## src/rtl/yrd_pkg.sv

```systemverilog
// Shared types and constants for the YUV to RGB565 converter with 3:2 decimation.
// No dependencies; used by yuv_to_rgb565_decimate.
package yrd_pkg;

    localparam int COEF_W  = 11;
    localparam int PIX_W   = 8;
    localparam int OUT_W   = 16;
    localparam int IDX_W   = 2;
    localparam int PHASE_W = 2;

    typedef logic signed [COEF_W-1:0] coef_t;
    typedef logic [PIX_W-1:0]         pix_t;
    typedef logic [PHASE_W-1:0]       phase_t;

    // register indexes on the config port
    typedef enum logic [IDX_W-1:0] {
        REG_R_FROM_V = 2'd0,
        REG_G_FROM_U = 2'd1,
        REG_G_FROM_V = 2'd2,
        REG_B_FROM_U = 2'd3
    } reg_idx_t;

    // reset weights, Q8 at the default scale
    localparam coef_t RST_R_FROM_V = 11'sd359;
    localparam coef_t RST_G_FROM_U = -11'sd88;
    localparam coef_t RST_G_FROM_V = -11'sd183;
    localparam coef_t RST_B_FROM_U = 11'sd453;

    // decimation phases within a group of three
    localparam phase_t PHASE_FIRST = 2'd0;
    localparam phase_t PHASE_DROP  = 2'd2;

    localparam pix_t PIX_MAX = 8'hFF;
    localparam pix_t PIX_MIN = 8'h00;

endpackage

```

## src/rtl/yuv_to_rgb565_decimate.sv

```systemverilog
// Top level: YUV to RGB565 color conversion with 3:2 horizontal decimation.
// Depends on yrd_pkg (types, register indexes, reset weights).
//
// Usage:
//  - Slave stream s_*: one pixel per beat. s_tdata carries luma, chroma_u and
//    chroma_v; s_tuser carries frame_start, which restarts the decimation phase.
//  - Master stream m_*: one RGB565 pixel per beat. Of every three input pixels
//    the first two come out and the third is dropped; frame_start forces the
//    pixel it marks to be the first of a group.
//  - Config port: cfg_we/cfg_index/cfg_data write the four signed Q(FRAC_BITS)
//    chroma weights. Write only while the block is idle.
//  - Throughput: one beat per cycle in while m_tready does not stall the output;
//    the multiply/add/clamp path from input to output register is combinational.
//  - Path: a kept pixel accepted on the slave stream passes the input register,
//    then the output register, before it is shown on m_tvalid.
//  - Reset (rst_n low, async): phase back to zero, pipeline empty, weights to
//    their defaults (359, -88, -183, 453).
//  - Stall: with m_tready low the output register holds its beat, the input
//    register fills, and s_tready drops only when both are full. Dropped
//    pixels never occupy a stage.
module yuv_to_rgb565_decimate #(
    parameter int FRAC_BITS = 8
) (
    input  logic        clk,
    input  logic        rst_n,
    // slave stream
    input  logic        s_tvalid,
    output logic        s_tready,
    input  logic [23:0] s_tdata,   // [7:0] luma, [15:8] chroma_u, [23:16] chroma_v
    input  logic        s_tuser,   // [0] frame_start
    // master stream
    output logic        m_tvalid,
    input  logic        m_tready,
    output logic [15:0] m_tdata,   // [15:0] pixel565
    // config write port
    input  logic        cfg_we,
    input  logic [yrd_pkg::IDX_W-1:0]  cfg_index,
    input  logic [yrd_pkg::COEF_W-1:0] cfg_data
);

    // accumulator: luma << FRAC_BITS plus two 8x11 products, with sign headroom
    localparam int BASE_W = yrd_pkg::PIX_W + FRAC_BITS + 1;
    localparam int PROD_W = yrd_pkg::PIX_W + yrd_pkg::COEF_W;
    localparam int ACC_W  = ((BASE_W > PROD_W) ? BASE_W : PROD_W) + 2;

    // weights
    yrd_pkg::coef_t coef_rv_reg, coef_gu_reg, coef_gv_reg, coef_bu_reg;

    always_ff @(posedge clk or negedge rst_n)
    begin
        if (!rst_n)
        begin
            coef_rv_reg <= yrd_pkg::RST_R_FROM_V;
            coef_gu_reg <= yrd_pkg::RST_G_FROM_U;
            coef_gv_reg <= yrd_pkg::RST_G_FROM_V;
            coef_bu_reg <= yrd_pkg::RST_B_FROM_U;
        end
        else if (cfg_we)
        begin
            unique case (yrd_pkg::reg_idx_t'(cfg_index))
                yrd_pkg::REG_R_FROM_V: coef_rv_reg <= cfg_data;
                yrd_pkg::REG_G_FROM_U: coef_gu_reg <= cfg_data;
                yrd_pkg::REG_G_FROM_V: coef_gv_reg <= cfg_data;
                yrd_pkg::REG_B_FROM_U: coef_bu_reg <= cfg_data;
            endcase
        end
    end

    // handshake and pipeline control
    logic s_beat;
    logic out_free;
    logic s1_valid_reg;
    logic m_tvalid_reg;

    assign out_free = !m_tvalid_reg || m_tready;
    assign s_tready = !s1_valid_reg || out_free;
    assign s_beat   = s_tvalid && s_tready;

    // decimation phase
    yrd_pkg::phase_t phase_reg, phase_next, phase_cur;
    logic keep;

    always_comb
    begin
        phase_cur  = s_tuser ? yrd_pkg::PHASE_FIRST : phase_reg;
        keep       = (phase_cur < yrd_pkg::PHASE_DROP);
        phase_next = keep ? phase_cur + 2'd1 : yrd_pkg::PHASE_FIRST;
    end

    always_ff @(posedge clk or negedge rst_n)
    begin
        if (!rst_n)
            phase_reg <= yrd_pkg::PHASE_FIRST;
        else if (s_beat)
            phase_reg <= phase_next;
    end

    // input register: only kept pixels enter
    yrd_pkg::pix_t y_reg, u_reg, v_reg;

    always_ff @(posedge clk or negedge rst_n)
    begin
        if (!rst_n)
            s1_valid_reg <= 1'b0;
        else if (s_tready)
            s1_valid_reg <= s_beat && keep;
    end

    always_ff @(posedge clk)
    begin
        if (s_beat && keep)
        begin
            y_reg <= s_tdata[7:0];
            u_reg <= s_tdata[15:8];
            v_reg <= s_tdata[23:16];
        end
    end

    // conversion
    function automatic yrd_pkg::pix_t clamp8(input logic signed [ACC_W-1:0] acc);
        logic signed [ACC_W-1:0] sh;
        sh = acc >>> FRAC_BITS;
        if (sh[ACC_W-1])
            clamp8 = yrd_pkg::PIX_MIN;
        else if (|sh[ACC_W-2:yrd_pkg::PIX_W])
            clamp8 = yrd_pkg::PIX_MAX;
        else
            clamp8 = sh[yrd_pkg::PIX_W-1:0];
    endfunction

    logic signed [yrd_pkg::PIX_W-1:0] du, dv;   // chroma minus 128
    logic signed [PROD_W-1:0] p_rv, p_gu, p_gv, p_bu;
    logic signed [ACC_W-1:0]  base, acc_r, acc_g, acc_b;
    yrd_pkg::pix_t r8, g8, b8;
    logic [15:0] pixel_next;

    always_comb
    begin
        du   = {~u_reg[7], u_reg[6:0]};
        dv   = {~v_reg[7], v_reg[6:0]};
        p_rv = dv * coef_rv_reg;
        p_gu = du * coef_gu_reg;
        p_gv = dv * coef_gv_reg;
        p_bu = du * coef_bu_reg;
        base  = signed'(ACC_W'({y_reg, {FRAC_BITS{1'b0}}}));
        acc_r = base + ACC_W'(p_rv);
        acc_g = base + ACC_W'(p_gu) + ACC_W'(p_gv);
        acc_b = base + ACC_W'(p_bu);
        r8 = clamp8(acc_r);
        g8 = clamp8(acc_g);
        b8 = clamp8(acc_b);
        pixel_next = {r8[7:3], g8[7:2], b8[7:3]};
    end

    // output register
    logic [15:0] m_tdata_reg;

    always_ff @(posedge clk or negedge rst_n)
    begin
        if (!rst_n)
            m_tvalid_reg <= 1'b0;
        else if (out_free)
            m_tvalid_reg <= s1_valid_reg;
    end

    always_ff @(posedge clk)
    begin
        if (out_free && s1_valid_reg)
            m_tdata_reg <= pixel_next;
    end

    assign m_tvalid = m_tvalid_reg;
    assign m_tdata  = m_tdata_reg;

    // checks
    a_phase_range: assert property (@(posedge clk) disable iff (!rst_n)
        phase_reg != 2'd3)
        else $error("decimation phase out of range");

    a_frame_restart: assert property (@(posedge clk) disable iff (!rst_n)
        (s_beat && s_tuser) |=> (phase_reg == 2'd1))
        else $error("frame start did not restart phase");

    a_drop_wrap: assert property (@(posedge clk) disable iff (!rst_n)
        (s_beat && !s_tuser && phase_reg == yrd_pkg::PHASE_DROP)
            |=> (phase_reg == yrd_pkg::PHASE_FIRST))
        else $error("phase did not wrap after dropped pixel");

    a_no_loss: assert property (@(posedge clk) disable iff (!rst_n)
        (s1_valid_reg && !out_free) |=> s1_valid_reg)
        else $error("input stage lost a beat while stalled");

endmodule

```

## config.mk

```make
export PLATFORM = sky130hd
export DESIGN_NAME = yuv_to_rgb565_decimate
export DESIGN_NICKNAME = d
export VERILOG_FILES = /design/src/rtl/yrd_pkg.sv /design/src/rtl/yuv_to_rgb565_decimate.sv
export SDC_FILE = /design/constraint.sdc
export NUM_CORES = 1
export LEC_CHECK = 0
export BUFFER_PORTS_ARGS = -buffer_cell sky130_fd_sc_hd__buf_2
export CORE_ASPECT_RATIO = 1.1
export CORE_UTILIZATION = 40
export CTS_BUF_LIST = sky130_fd_sc_hd__clkbuf_8
export DETAILED_ROUTE_END_ITERATION = 10
export GPL_ROUTABILITY_DRIVEN = 1
export PLACE_DENSITY = 0.67
export SYNTH_ARGS = -nofsm -noshare
export SYNTH_HDL_FRONTEND = slang
export SYNTH_SLANG_ARGS = --single-unit
```

## constraint.sdc

```tcl
create_clock -name clk -period 8.5 [get_ports clk]
set_clock_uncertainty 0.2 [all_clocks]
set_input_delay 0.425 -clock clk [delete_from_list [all_inputs] [get_ports clk]]
set_output_delay 0.425 -clock clk [all_outputs]
set_load 0.02 [all_outputs]
```

==> metrics.txt, run 1 <==
largest family of logic cells by synthesized area adder cells; worst hold path class input pin to flip-flop; vias per inst approximately 4.8; Final ANT Viol Nets 0; dpl hpwl about 29000 um; CTS Buf Count 9; sequential fraction of the synthesis area 14.67%; Critical Path Start Type flip-flop; Die Area approximately 0.042 mm^2; crit path max fanout 21; H-Tree Depth 3; first-pass iteration count of the detailed router 5; R2R Path End m_tdata[5]$_SDFFCE_PP0P_; final critical-path share of the clock period 83.89%; Vias between 10k and 15k; sequential cell area 0.002431 mm^2; CTS Sinks between 80 and 90; ant diodes 0; Die Span Y approximately 220 um; number of global-route vias before repair 12.00k; Yosys reg bits 88; Post-synth EDFFs 40; hold path endpoint m_tvalid$_DFFE_PN0P_; Top Ports 61; worst skew pair latency 0.44 ns; Cell variety after synth 53; CTS tree done; first-pass GRT wire length 60890 um; drt drc 0; root buffer cell clkbuf_8; max reg flops 16; launch point of the worst reg-to-reg path u_reg[0]$_DFFE_PP_; Worst Reg-to-Reg Cells 21; Initial DRC Count 469; Tmin final 7.130 ns; largest buffer count on any clock path 2; GRT Util Overall a little under a fifth; final WL 35410 um; Max Freq 0.1402 GHz; row count between 70 and 80; mux cell area share after synthesis under 10%; Data required, critical path 8.50 ns; antenna violations before repair 0; Final Hold Fails 0; worst reg2reg setup slack 1.37 ns; clock-pin slew on the worst setup and hold paths 0.10 ns; Syn Area/Cell slightly above 10 um^2; max_cap viols 0; multi-input logic area 0.01255 mm^2; Post-synth ARST share 54.55%; Yosys warnings 0; Synth Area in Simple Gates 13.49%; element type at the critical path end flip-flop; Final GP Congestion around 0.86; post-synthesis net count 2126; layout cell share with drive strength beyond 1 11.02%; nets@finish 2177; max-slew violations 0; cells after synthesis 1595; total negative slack 0 ns; Synth Area in Compound Gates between 3 and 4%; outcome completed; IO Port Bufs 60; WP data arrival 7.13 ns; Slew HR 29.74%; DIE WIDTH 196.0 um; core area ~0.041 mm^2; Most used DFF post-synth edfxtp_1; synthesized area 0.01657 mm^2; Hold Crit Depth 3; pin count of the biggest net entering global routing 49; Post-Synth Adder-Cell Area a little over half; RSZ-0062 raised after global routing no; routed len/inst between 15 and 20 um; # fillers 3851; WS Path Type flip-flop to flip-flop; area grow syn2layout 7.862%; Final setup viols 0; Post-Synth XOR/XNOR Area 1.948%; hold path start m_tready; Starting Density 40.85%; Slew @ Worst Pin between 1 and 1.5 ns; GRT Residual Overflow 0
## how the worst max path moves through the flow
stage                                startpoint  cells after the start                   endpoint  slack [ns]
floorplan           coef_gu_reg[10]$_DFFE_PN1P_                     21   m_tdata[9]$_SDFFCE_PP0P_        2.29
global placement             u_reg[0]$_DFFE_PP_                     21  m_tdata[10]$_SDFFCE_PP0P_        1.63
detailed placement           u_reg[0]$_DFFE_PP_                     21   m_tdata[5]$_SDFFCE_PP0P_        1.43
CTS                          u_reg[0]$_DFFE_PP_                     21   m_tdata[5]$_SDFFCE_PP0P_        1.41
global route                 u_reg[0]$_DFFE_PP_                     21   m_tdata[5]$_SDFFCE_PP0P_        0.94
finish                       u_reg[0]$_DFFE_PP_                     21   m_tdata[5]$_SDFFCE_PP0P_        1.37
## synthesized netlist by cell type, drive strengths merged, types with 2 or more instances
library cell / instances / area, um^2
xnor2: 29 / 261.5
and2: 181 / 1132
edfxtp: 40 / 1201
a211o: 2 / 17.52
o21ai: 11 / 55.05
nand3b: 6 / 45.04
xor2: 7 / 61.31
nor2: 37 / 138.9
inv: 377 / 1415
dfstp: 23 / 604.3
o21a: 19 / 142.6
a21o: 5 / 37.54
o21bai: 6 / 45.04
o211ai: 2 / 15.01
nand2b: 4 / 25.02
nor2b: 5 / 31.28
clkbuf: 48 / 180.2
a21oi: 22 / 125.1
nor4: 2 / 12.51
a211oi: 6 / 45.04
nand3: 6 / 30.03
dfrtp: 25 / 625.6
o41ai: 2 / 25.03
or3: 2 / 12.51
ha: 122 / 1526
or2: 26 / 162.7
mux2: 45 / 506.7
fa: 366 / 7327
and3: 8 / 51.30
nand4: 4 / 25.02
nand2: 136 / 510.5
nor3: 5 / 25.02
## cell usage in the layout, fill, tap and decap left out, drive strengths merged, types with 5 or more instances in the layout
cell / netlist / routed
a21oi: 22 / 22
and3: 8 / 8
fa: 366 / 366
nor2: 37 / 37
xnor2: 29 / 29
nor2b: 5 / 5
dfstp: 23 / 23
mux2: 45 / 45
o21bai: 6 / 6
o21a: 19 / 19
xor2: 7 / 7
nand3b: 6 / 6
buf: 0 / 63
dfrtp: 25 / 25
a211oi: 6 / 6
nor3: 5 / 5
a21o: 5 / 5
edfxtp: 40 / 40
nand3: 6 / 6
dlygate4sd3: 0 / 25
nand2: 136 / 136
ha: 122 / 122
clkbuf: 48 / 9
or2: 26 / 26
o21ai: 11 / 11
and2: 181 / 181
inv: 377 / 380
## cells by family (layout without fill, tap and decap cells)
kind of cell,after synthesis,in the layout
AOI/OAI and AO/OA,86,86
xor gates and xnor gates,36,36
adders and majority gates,488,488
buffers and inverters,425,481
DFF,88,88
muxes,46,46
and+or+nand+nor,426,426
## metal layers
metal  up-vias  track usage (%)  part of all wire, %  wire, um
li1       4856                -                    -         -
met1      5592            23.35                   41     14620
met2       171            33.07                   53     18740
met3        56            2.250                  2.9      1039
met4         0            6.406                  2.8      1007
met5         -                0                    0         0
## per-stage QoR
stage | area [um^2] | hold slack, ns | util, % | instances | worst slack [ns]
3_5_place_dp | 17410 | 0.2867 | 42.93 | 2163 | 1.429
2_1_floorplan | 16570 | -0.07059 | - | 1595 | 2.291
4_1_cts | 17870 | 0.02822 | 44.06 | 2204 | 1.414
5_1_grt | 17870 | 0.08566 | 44.06 | 2204 | 0.9372
3_3_place_gp | 17410 | 0.2645 | 42.93 | 2163 | 1.628
6_report | 17870 | 0.05563 | 44.06 | 2204 | 1.370
## cell type report
class | count | share of cell area (%)
tap | 553 | 3.872
sequential | 88 | 13.60
timing repair buffer | 88 | 3.207
clock inverter | 7 | 0.4551
inverter | 377 | 7.919
clock buffer | 9 | 0.6932
multi-input combinational | 1082 | 70.25
## critical path, cell delays in order (launching register included)
cell	delay [ns]
edfxtp_1	0.80
and2_1	0.56
inv_1	0.12
fa_1	0.49
inv_1	0.05
fa_1	0.48
fa_1	0.47
fa_1	0.49
fa_1	0.50
inv_1	0.05
fa_1	0.47
inv_1	0.04
ha_1	0.32
a211oi_1	0.25
o21a_1	0.18
o21ai_0	0.09
a21oi_1	0.32
o21bai_1	0.20
a221o_1	0.37
a21oi_2	0.18
xnor2_2	0.12
o21a_1	0.14
## repair_timing
| item | 4_1_cts | 5_1_grt |
|---|---|---|
| buffers inserted | 0 | 0 |
| hold buffers | 25 | 0 |
| endpoints found under the hold margin | 49 | 0 |
| gates resized for setup | 0 | 0 |
Power of run 1 is left out: the tool's default activity adds up to more than one toggle a clock period on the data nets, which glitch-free logic cannot reach.
==> run 2: changes to the inputs <==
- clock period: 8.5 -> 6.75 ns (I/O delays scaled with it)
==> run 2 against run 1 <==
- via count increased by 0.99%
- flip-flop and latch count unchanged
- worst setup slack got worse by 1.1 ns
- sequential share of layout area fell by 0.17 points
- clock-buffer cell count up 3
- worst hold slack worse by 0.00080 ns
- global-route usage grew 0.44 points
- largest cell class unchanged
- wire length grew 2.9%
- core utilization up 0.56 points
==> metrics.txt, run 2 (synthesized netlist as in run 1, its figures left out) <==
outcome completed; worst skew pair latency 0.43 ns; first-pass GRT wire length 61840 um; worst hold path class input pin to flip-flop; CTS tree done; clock-pin slew on the worst setup and hold paths 0.10 ns; root buffer cell clkbuf_8; element type at the critical path end flip-flop; largest buffer count on any clock path 2; routed len/inst 16.32 um; Data required, critical path 6.74 ns; core area 0.04056 mm^2; H-Tree Depth 3; Final GP Congestion 0.9001; total negative slack 0 ns; CP cell instances buf_4, and2_1, fa_1, fa_1, fa_1, fa_1, fa_1, inv_1, fa_1, inv_1, ha_1, a211oi_1, o21a_1, o21ai_0, a21oi_2, o21bai_1, a221o_1, a21oi_2, xnor2_2, o21a_1; Vias between 10k and 15k; Die Span Y 215.4 um; final critical-path share of the clock period a little over nine tenths; GRT Residual Overflow 0; nets@finish 2205; RSZ-0062 raised after global routing no; area grow syn2layout 9.222%; commonest cells after routing, fill and taps aside inv_1 (379), fa_1 (366), and2_1 (181); Final ANT Viol Nets 0; antenna violations before repair 1; CTS Sinks 88; Top Ports 61; Tmin final 6.445 ns; crit path max fanout 13; pin count of the biggest net entering global routing 49; WP data arrival 6.43 ns; Slew @ Worst Pin 1.026 ns; Final setup viols 0; Slew HR 31.30%; number of global-route vias before repair 11.94k; CP max-delay cell edfxtp_1; DIE WIDTH a little under 200 um; crit-path max cell delay 0.60 ns; drt drc 0; CP Launch Point u_reg[3]$_DFFE_PP_; GRT Util Overall between 10% and 20%; most used cell, CP fa_1; max-slew violations 0; layout cell share with drive strength beyond 1 12.51%; Max Freq 0.1552 GHz; max reg flops 16; CTS Buf Count 9; WS Path Type flip-flop to flip-flop; row count 77; Die Area 0.04224 mm^2; launch point of the worst reg-to-reg path u_reg[3]$_DFFE_PP_; Initial DRC Count 604; final WL between 30000 and 40000 um; vias per inst 4.828; hold path start cfg_data[0]; max_cap viols 0; Final Hold Fails 0; IO Port Bufs 60; placed cell area 0.01757 mm^2; commonest non-fill, non-tap cell in the layout inv_1; first-pass iteration count of the detailed router 5; Critical Path Start Type flip-flop; final instance area 0.01809 mm^2; dpl hpwl ~31000 um; Starting Density 40.85%
## run 2: changes by cell type in the layout (fill, tap and decap cells not counted), moves of 2 or more
cell / previous run / this run
dlygate4sd3_1: 25 / 27
clkbuf_8: 9 / 12
buf_4: 3 / 29
clkinv_2: 2 / 0
## run 2: layout make-up
| cell class | instances | area (um^2) |
|---|---|---|
| fillers | 3803 | 22470 |
| multi-input cells | 1082 | 12560 |
| flip-flops and latches | 88 | 2431 |
| inverters | 377 | 1415 |
| repair buffers | 116 | 788.3 |
| well taps | 553 | 691.9 |
| clock buffers | 12 | 165.2 |
| clock inverters | 4 | 43.79 |
| diodes | 1 | 2.502 |
## run 2: metrics by stage
step / util, % / std cells / hold WS, ns / setup slack (ns)
floorplan: - / 1595 / -0.1581 / 0.5413
global placement: 43.32 / 2184 / 0.2668 / 0.3119
detailed placement: 43.32 / 2184 / 0.2756 / 0.2335
CTS: 44.50 / 2227 / 0.03281 / 0.2078
global route: 44.61 / 2233 / 0.04099 / 0.01329
finish: 44.61 / 2233 / 0.05482 / 0.3051
## run 2: what timing repair did
| action | 4_1_cts | 5_1_grt |
|---|---|---|
| buffers inserted | 0 | 5 |
| resized for setup | 0 | 1 |
| endpoints found under the hold margin | 51 | 0 |
| setup endpoints to repair | 0 | 6 |
| hold buffers | 27 | 0 |
## run 2: worst paths after layout
kind                                              end  slack (ns)  depth (start not counted)
setup / recovery             m_tdata[6]$_SDFFCE_PP0P_        0.31                         20
hold / removal             coef_gv_reg[0]$_DFFE_PN1P_        0.05                          2
setup reg to reg             m_tdata[6]$_SDFFCE_PP0P_        0.31                         20
hold reg to reg                  m_tvalid$_DFFE_PN0P_        0.31                          1
max in group asynchronous  coef_bu_reg[9]$_DFFE_PN0P_        5.50                          3
min in group asynchronous  coef_gv_reg[2]$_DFFE_PN0P_        0.38                          3
## run 2: critical path, delay by kind of cell (launching register included)
kind / cells / cell delay (ns)
AOI/OAI and AO/OA: 8 / 1.60
xor gates and xnor gates: 1 / 0.12
adders and majority gates: 7 / 3.13
buffers and inverters: 3 / 0.37
DFF: 1 / 0.60
and+or+nand+nor: 1 / 0.17
## run 2: metal layers
| metal | up-vias | GRT usage, % | part of all wire [%] |
|---|---|---|---|
| met5 | - | 0 | 0 |
| met4 | 0 | 7.526 | 3.8 |
| met3 | 52 | 2.203 | 3.6 |
| met2 | 220 | 33.14 | 51 |
| met1 | 5593 | 24.19 | 41 |
| li1 | 4916 | - | - |
Power of run 2 is left out for the same reason.
==> run 3: changes to the inputs <==
- CORE_MARGIN: default -> 5
==> run 3 against run 2 <==
- via count decreased by 0.75%
- first-iteration DRC count decreased by 18%
- sequential share of layout area is essentially flat
- final area decreased by 0.27%
- non-clock buffer count decreased by 6
- register-to-register slack is essentially flat
- critical path depth is 1 higher
- wire length about the same
- fmax grew 0.16%
==> metrics.txt, run 3 (synthesized netlist as in run 1, its figures left out) <==
outcome completed; largest buffer count on any clock path 2; Die Area 0.04559 mm^2; worst reg2reg setup slack 0.32 ns; H-Tree Depth 3; WP data arrival 6.42 ns; root buffer cell clkbuf_8; Data required, critical path 6.74 ns; max-slew violations 0; launch point of the worst reg-to-reg path v_reg[2]$_DFFE_PP_; Slew @ Worst Pin 1.019 ns; Critical Path Start Type flip-flop; crit-path max cell delay 0.57 ns; CP cell instances buf_4, nand2_1, fa_1, inv_1, ha_1, fa_1, fa_1, inv_1, fa_1, inv_1, fa_1, ha_1, a211oi_1, o21a_1, o21ai_1, a21oi_2, o21bai_1, a221o_1, a21oi_2, xnor2_2, o21a_1; CTS Buf Count 9; Max Freq 0.1554 GHz; most used cell, CP fa_1; CTS Sinks 88; Top Ports 61; antenna violations before repair 1; nets@finish around 2.2k; GRT Residual Overflow 0; GRT Util Overall approximately 17%; Final setup viols 0; routed len/inst 16.33 um; vias per inst around 4.8; row count 78; dpl hpwl 31300 um; clock-pin slew on the worst setup and hold paths approximately 0.1 ns; R2R Path End m_tdata[10]$_SDFFCE_PP0P_; Tmin final 6.435 ns; core area between 0.04 and 0.05 mm^2; element type at the critical path end flip-flop; number of global-route vias before repair 11.96k; Die Span Y 223.4 um; max reg flops 16; DIE WIDTH just over 200 um; Final Hold Fails 0; Vias around 11k; Worst Reg-to-Reg Cells 21; Starting Density 40.32%; Hold Crit Depth 2; crit path max fanout 15; drt drc 0; pin count of the biggest net entering global routing 49; IO Port Bufs 60; area grow syn2layout 8.927%; Final GP Congestion 0.8809; RSZ-0062 raised after global routing no; CP max-delay cell edfxtp_1; layout cell share with drive strength beyond 1 12.31%; commonest cells after routing, fill and taps aside inv_1 (377), fa_1 (366), and2_1 (181); final WL 36460 um; first-pass GRT wire length 61800 um; commonest non-fill, non-tap cell in the layout inv_1; WS Path Type flip-flop to flip-flop; total negative slack 0 ns; final critical-path share of the clock period between 90% and 100%; hold path endpoint coef_rv_reg[3]$_DFFE_PN0P_; first-pass iteration count of the detailed router 4; ant diodes 0; CTS tree done; Slew HR around a third; fin util between 40 and 50%; worst skew pair latency 0.42 ns; max_cap viols 0; Final ANT Viol Nets 0; worst hold path class input pin to flip-flop; Initial DRC Count 493; hold path start cfg_data[3]
run 3: changes by cell type in the layout (fill, tap and decap cells not counted), sizes merged:
cell and change:
clkinv +1, clkinvlp +1, diode -1, buf -6, clkbuf -3, inv +1
run 3: worst max-delay path by stage:
stage,start,to,slack [ns],depth (start not counted)
finish,v_reg[2]$_DFFE_PP_,m_tdata[10]$_SDFFCE_PP0P_,0.32,21
global route,coef_gu_reg[10]$_DFFE_PN1P_,m_tdata[6]$_SDFFCE_PP0P_,0.04,21
CTS,v_reg[7]$_DFFE_PP_,m_tdata[10]$_SDFFCE_PP0P_,0.24,20
detailed placement,v_reg[7]$_DFFE_PP_,m_tdata[10]$_SDFFCE_PP0P_,0.26,20
global placement,v_reg[7]$_DFFE_PP_,m_tdata[9]$_SDFFCE_PP0P_,0.35,20
floorplan,coef_gu_reg[10]$_DFFE_PN1P_,m_tdata[9]$_SDFFCE_PP0P_,0.54,21
run 3: through the flow:
stage	setup slack (ns)	hold slack [ns]	area [um^2]	std cells
floorplan	0.5413	-0.1581	16570	1595
global placement	0.3532	0.2536	17550	2187
detailed placement	0.2615	0.2742	17550	2187
CTS	0.2435	0.02741	18020	2230
global route	0.04462	0.04384	18050	2233
finish	0.3154	0.05339	18050	2233
run 3: repair_timing:
action	CTS	global route
gates resized for setup	0	1
endpoints found under the setup margin	0	6
hold buffers	27	0
setup buffers	0	3
hold endpoints to repair	51	0
run 3: cell type report:
class	count	area, um^2
Clock buffer	9	123.9
Clock inverter	7	75.07
Fill cell	3896	23040
Inverter	377	1415
Multi-Input combinational cell	1082	12560
Sequential cell	88	2431
Tap cell	560	700.7
Timing Repair Buffer	110	743.2
run 3: worst max-delay path: cells and delay by family, from the launching register on:
family,cells,cell delay [ns]
buffers and inverters,4,0.43
AOI/OAI and AO/OA,8,1.70
and+or+nand+nor,1,0.10
xor gates and xnor gates,1,0.13
adders and majority gates,7,3.05
DFF,1,0.57
run 3: per-layer routing:
| layer | track usage (%) | vias up | share of wire [%] |
|---|---|---|---|
| met2 | 29.64 | 191 | 51 |
| met1 | 22.04 | 5545 | 41 |
| met4 | 6.917 | 2 | 4.2 |
| met3 | 2.210 | 60 | 3.4 |
| met5 | 0 | - | 0.036 |
| li1 | - | 4902 | - |
Power of run 3 is left out for the same reason.
